## src/design/ads_div.sv

```systemverilog
module ads_div #(
  parameter int DW = 7
) (
  input  logic          clk,
  input  logic          rst_n,
  input  logic          start,
  input  logic [31:0]   num,
  input  logic [DW-1:0] den,
  output logic          done,
  output logic [31:0]   quo
);

  logic          busy_r, busy_nxt;
  logic          done_r, done_nxt;
  logic [4:0]    cnt_r, cnt_nxt;
  logic [31:0]   mag_r, mag_nxt;
  logic [DW-1:0] rem_r, rem_nxt;
  logic [DW-1:0] den_r, den_nxt;
  logic          neg_r, neg_nxt;
  logic [31:0]   quo_r, quo_nxt;
  logic [DW:0]   trial;
  logic          qbit;

  assign trial = {rem_r, mag_r[31]};
  assign qbit  = trial >= {1'b0, den_r};

  always_comb begin
    busy_nxt = busy_r;
    done_nxt = 1'b0;
    cnt_nxt  = cnt_r;
    mag_nxt  = mag_r;
    rem_nxt  = rem_r;
    den_nxt  = den_r;
    neg_nxt  = neg_r;
    quo_nxt  = quo_r;
    if (start) begin
      busy_nxt = 1'b1;
      cnt_nxt  = '0;
      mag_nxt  = num[31] ? (~num + 32'd1) : num;
      rem_nxt  = '0;
      den_nxt  = den;
      neg_nxt  = num[31];
    end else if (busy_r) begin
      rem_nxt = qbit ? DW'(trial - {1'b0, den_r}) : trial[DW-1:0];
      mag_nxt = {mag_r[30:0], qbit};
      cnt_nxt = cnt_r + 5'd1;
      if (cnt_r == 5'd31) begin
        busy_nxt = 1'b0;
        done_nxt = 1'b1;
        quo_nxt  = neg_r ? (~mag_nxt + 32'd1) : mag_nxt;
      end
    end
  end

  always_ff @(posedge clk) begin
    if (!rst_n) begin
      busy_r <= 1'b0;
      done_r <= 1'b0;
      cnt_r  <= '0;
    end else begin
      busy_r <= busy_nxt;
      done_r <= done_nxt;
      cnt_r  <= cnt_nxt;
    end
    mag_r <= mag_nxt;
    rem_r <= rem_nxt;
    den_r <= den_nxt;
    neg_r <= neg_nxt;
    quo_r <= quo_nxt;
  end

  assign done = done_r;
  assign quo  = quo_r;

endmodule

```

## config.mk

```make
export PLATFORM = sky130hd
export DESIGN_NAME = ads_div
export DESIGN_NICKNAME = d
export VERILOG_FILES = /design/src/design/ads_div.sv
export SDC_FILE = /design/constraint.sdc
export NUM_CORES = 1
export LEC_CHECK = 0
export ABC_CLOCK_PERIOD_IN_PS = 7750
export BUFFER_PORTS_ARGS = -buffer_cell sky130_fd_sc_hd__buf_2
export CAP_MARGIN = 20
export CORE_MARGIN = 2
export CORE_UTILIZATION = 40
export CTS_BUF_LIST = sky130_fd_sc_hd__clkbuf_8
export CTS_CLUSTER_SIZE = 10
export DETAILED_ROUTE_END_ITERATION = 16
export MAX_ROUTING_LAYER = met4
export SYNTH_ARGS = -nofsm -noshare
export SYNTH_HDL_FRONTEND = slang
export SYNTH_SLANG_ARGS = --single-unit
```

## constraint.sdc

```tcl
create_clock -name clk -period 7.75 [get_ports clk]
set_input_delay 0.3875 -clock clk [delete_from_list [all_inputs] [get_ports clk]]
set_output_delay 0.3875 -clock clk [all_outputs]
set_load 0.02 [all_outputs]
```

---- After elaboration in Yosys (flattened, before gate mapping) ----
Index checks and enable logic that the tools add are counted.
storage, ports and cells
  register bits after elaboration ......... 86
  word-level logic and storage cells ...... 32
  input bits .............................. 42
operators by class
  reduce and logical (&&, ||, !) cells .... 4
  mux-type cells .......................... 9
  bitwise gates (word level) .............. 5
  eq/ne operators ......................... 1
  order comparisons ....................... 1
  add/subtract/negate cells ............... 4
operator list
  kind                                            number
  2-to-1 mux 32 bit                               4
  adder 32 x 1 -> 32 bit (second input constant)  2
  NOT 32 bit                                      2
  >= comparator 8 x 7 -> 1 bit                    1
  2-to-1 mux 7 bit                                1
  subtractor 7 bit                                1
  adder 5 x 1 -> 5 bit (second input constant)    1
  equality test 5 bit (second input constant)     1
  2-to-1 mux 1 bit                                4
  NOT 1 bit                                       3
  AND reduction 3 bit                             1
  OR reduction 3 bit                              1
  nonzero test 2 bit                              1
  OR reduction 2 bit                              1

---- Logic depth before layout (Yosys ltp) ----
  depth in word-level cells ............... 4
  mapped depth ............................ 14

---- Worst setup path before layout ----
No wires, ideal clock.
  kind .................................... reg2reg
  from .................................... register mag_r[31]
  to ...................................... register quo_r[24], in the netlist quo[24], data pin
  buffers on the path ..................... 1
  arrival time ............................ 3.387 ns
  clock period less this slack ............ 3.649 ns
  path slack .............................. 4.101 ns
  data required time ...................... 7.489 ns
  setup time .............................. 0.261 ns
  cell stages (with the launch flop) ...... 15
  cells stage by stage .................... edfxtp_1 > inv_1 > ha_1 > fa_1 > nor2b_1 > o311ai_0 > nand3_1 > inv_1 > ha_1 > or4b_4 > or2_4 > or3_4 > buf_6 > o41ai_4 > xnor2_1
on the way
  word-level cells in the longest chain between the ends .. 4
RTL lines
  what                          RTL line  text
  start, declared               16        logic [31:0] mag_r, mag_nxt;
  start signal, assigned        65        mag_r <= mag_nxt;
  >= comparator 8 x 7 -> 1 bit  25        assign qbit = trial >= {1'b0, den_r};
  NOT 32 bit                    50        quo_nxt = neg_r ? (~mag_nxt + 32'd1) : mag_nxt;
  adder 32 x 1 -> 32 bit        50
  2-to-1 mux 32 bit             50
  end signal, assigned          69        quo_r <= quo_nxt;
  end, declared                 20        logic [31:0] quo_r, quo_nxt;
No other way between the ends.
A chain may end at the register's enable or synchronous reset.

---- Final worst setup path ----
  from .................................... register mag_r[31]
  to ...................................... register quo_r[26], in the netlist quo[26], data pin
The elaborated chain is that of the path after synthesis.

==> out/qor.csv <==
metric,value,unit
syn2layout_area_growth,13.9,%
synth_area_leaders,"edfxtp_1 (45%), xnor2_1 (6.0%), dfxtp_1 (5.8%)",
crit_required,7.85,ns
clkTransAtPathRegs,0.08,ns
hold_path_class,in2reg,
synth_common_cells,"edfxtp_1 (72), nor2_1 (49), xnor2_1 (33)",
first_iter_violations,318,
slew_headroom,36.0,%
initial_core_util,40.5,%
fin_crit_sh,57.0,%
path_cells,inv_1 > ha_1 > fa_1 > nor2b_1 > o311ai_0 > nand3_1 > inv_1 > ha_1 > or4b_4 > or2_4 > or3_4 > o31ai_1 > xnor2_1,
setup_viol,0,
wirelength,10200,µm
avgViaCountPerCell,5.40,
synth_most_common_cell,edfxtp_1,
grt_setup_unrepaired,false,
clock_latency,0.36,ns
tns,0,ns
grt_pass1_wl,17000,µm
ctsHoldBuffers,0,
hold_viol,0,
dpl.hpwl,7600,µm
r2r_setup_slack,3.33,ns
ys_types,49,
antenna_found_initial,0,
vias,3578,
drc_errors,0,
crit_type,reg2reg,
fp.dieW,114,µm
cts_tree,done,
drv_slew,0,
yosysTopAreaCell,edfxtp_1,
p_clk_share,28.0,%
ys_seq_area_share,50.9,%
synth.top_cell.area_share,45.0,%
synth-edff-count,72,
worst_pin_slew,0.960,ns
status,"finished, final reports clean",
die_area,0.0129,mm²
max_stage_delay,0.54,ns
rows,40,
ios,75,
switching_share,27.2,%
routabilityCongestion,0.808,
postCtsResizedCells,0,
grt_pass1_vias,3283,
yosys_warnings,0,
cp_max_fo,12,
intPower,0.000769,W
worst-path-buf-inv,2,
start_kind,flip-flop,
grt_max_degree,81,
ys_ff_latch,86,
clock_path_buffers,2,
crit_arrival,4.52,ns
critical_path.top_delay_family,simple AND/OR/NAND/NOR gates,
postRouteAntennaNets,0,
overflow,0,
cts_sinks,86,
async_flop_share,0,%
wl_per_cell,15.4,µm
synth_cells,444,
synth_fp_nets,498,
hold_slack,0.203,ns
crit_path_end_kind,flip-flop,
power.switching,0.000287,W
cellLeakagePower,2.03,nW
root_buffer,clkbuf_8,
combPwrFrac,17.0,%
crit_slowest_cell,nand3_1,
gr-usage-all-layers,17.2,%
diodes,0,
post_route_cells_drive_above_1_share,20.3,%
synthesis.area,0.00480,mm²
p_seq_share,55.0,%
dieHeight,114,µm
worst_clock_skew,0.00979,ns
syn_avg_cell_area,10.8,µm²
vdd_ir_drop_max,0.0000693,V
cts_max_level,3,
max_cap_violations,0,
drt_pass1_iterations,5,
core_area,0.0119,mm²
fin_crit,4.42,ns
numPortBuffers,74,
fin_nets,565,
cts_made_buffers,9,
powerDensity,193,mW/mm²
fmax,0.226,GHz
ys.flop_type,edfxtp_1,
postCtsSetupRepairBufs,0,
[worst paths after layout]
kind / cells after the start / endpoint / startpoint
worst min-delay path: 1 / den_r[3]$_DFFE_PP_ / den[3]
worst min register to register: 2 / cnt_r[4]$_SDFFE_PP0P_ / cnt_r[4]$_SDFFE_PP0P_
worst max-delay path: 13 / quo[26]$_DFFE_PP_ / mag_r[31]$_DFFE_PP_
worst max register to register: 13 / quo[26]$_DFFE_PP_ / mag_r[31]$_DFFE_PP_
[per-stage QoR]
| stage | worst slack [ns] | total power [W] | instance area (µm²) | util (%) | cells |
|---|---|---|---|---|---|
| after CTS | 3.34 | 0.00106 | 5470 | 46.1 | 663 |
| final | 3.33 | 0.00106 | 5470 | 46.1 | 663 |
| after global routing | 2.91 | 0.00112 | 5470 | 46.1 | 663 |
| after global placement | 3.48 | 0.000763 | 5290 | 44.6 | 647 |
| after floorplan | 4.10 | 0.000711 | 4800 | - | 444 |
| after detailed placement | 3.36 | 0.000771 | 5290 | 44.6 | 647 |
[registers in the layout (all words and copies together), names as in the netlist]
| signal | count |
|---|---|
| rem_r | 7 |
| neg_r | 1 |
| busy_r | 1 |
| cnt_r | 5 |
| done | 1 |
| quo | 32 |
| mag_r | 32 |
| den_r | 7 |
[kinds of logic after synthesis]
logic type,after synthesis,synth area share [%]
simple gates,136,14.7
buf+inv,34,2.81
flops,86,50.9
fa+ha+maj,12,3.28
compound gates,106,15.3
xor+xnor,63,11.5
mux,7,1.49
[cell type report]
type | instances | area [µm²]
clock buffer | 9 | 124
sequential | 86 | 2440
fill | 1118 | 6390
multi-input combinational | 324 | 2220
clock inverter | 7 | 56.3
timing repair buffer | 76 | 385
inverter | 14 | 52.6
tap | 147 | 184
[power by group through the flow]
stage | clock network (W) | registers, W | logic [W]
finish | 0.000295 | 0.000581 | 0.000180
global route | 0.000324 | 0.000586 | 0.000206
CTS | 0.000304 | 0.000580 | 0.000181
detailed placement | 0 | 0.000591 | 0.000180
global placement | 0 | 0.000589 | 0.000173
floorplan | 0 | 0.000575 | 0.000136
[layer usage]
metal	vias to the layer above	GRT usage [%]	share of wire [%]
met4	0	7.80	1.7
li1	1807	-	-
met3	12	2.34	5.3
met2	102	22.2	40
met1	1657	26.4	53
met5	-	-	0
[placed cells by master (no fill, tap or decap), drive strengths merged, types with 2 or more instances in the layout]
cell     n
or2      7
edfxtp  72
o311ai   2
nor4     6
nor3     6
a211oi   4
nand4    4
inv     15
xnor2   33
or4      8
nor2    49
dfxtp   14
nor2b    4
o31ai   20
xor2    30
o41ai   18
a21oi   31
nand3b   3
clkinv   5
and2     2
a21o     2
nand3    4
or3b     2
a311oi   4
nand2   20
o21ai   19
mux2i    6
buf     76
and3     3
clkbuf   9
o211a    2
or3      9
nand2b   5
ha      11
Note: power is estimated with default switching activity, not from simulation.
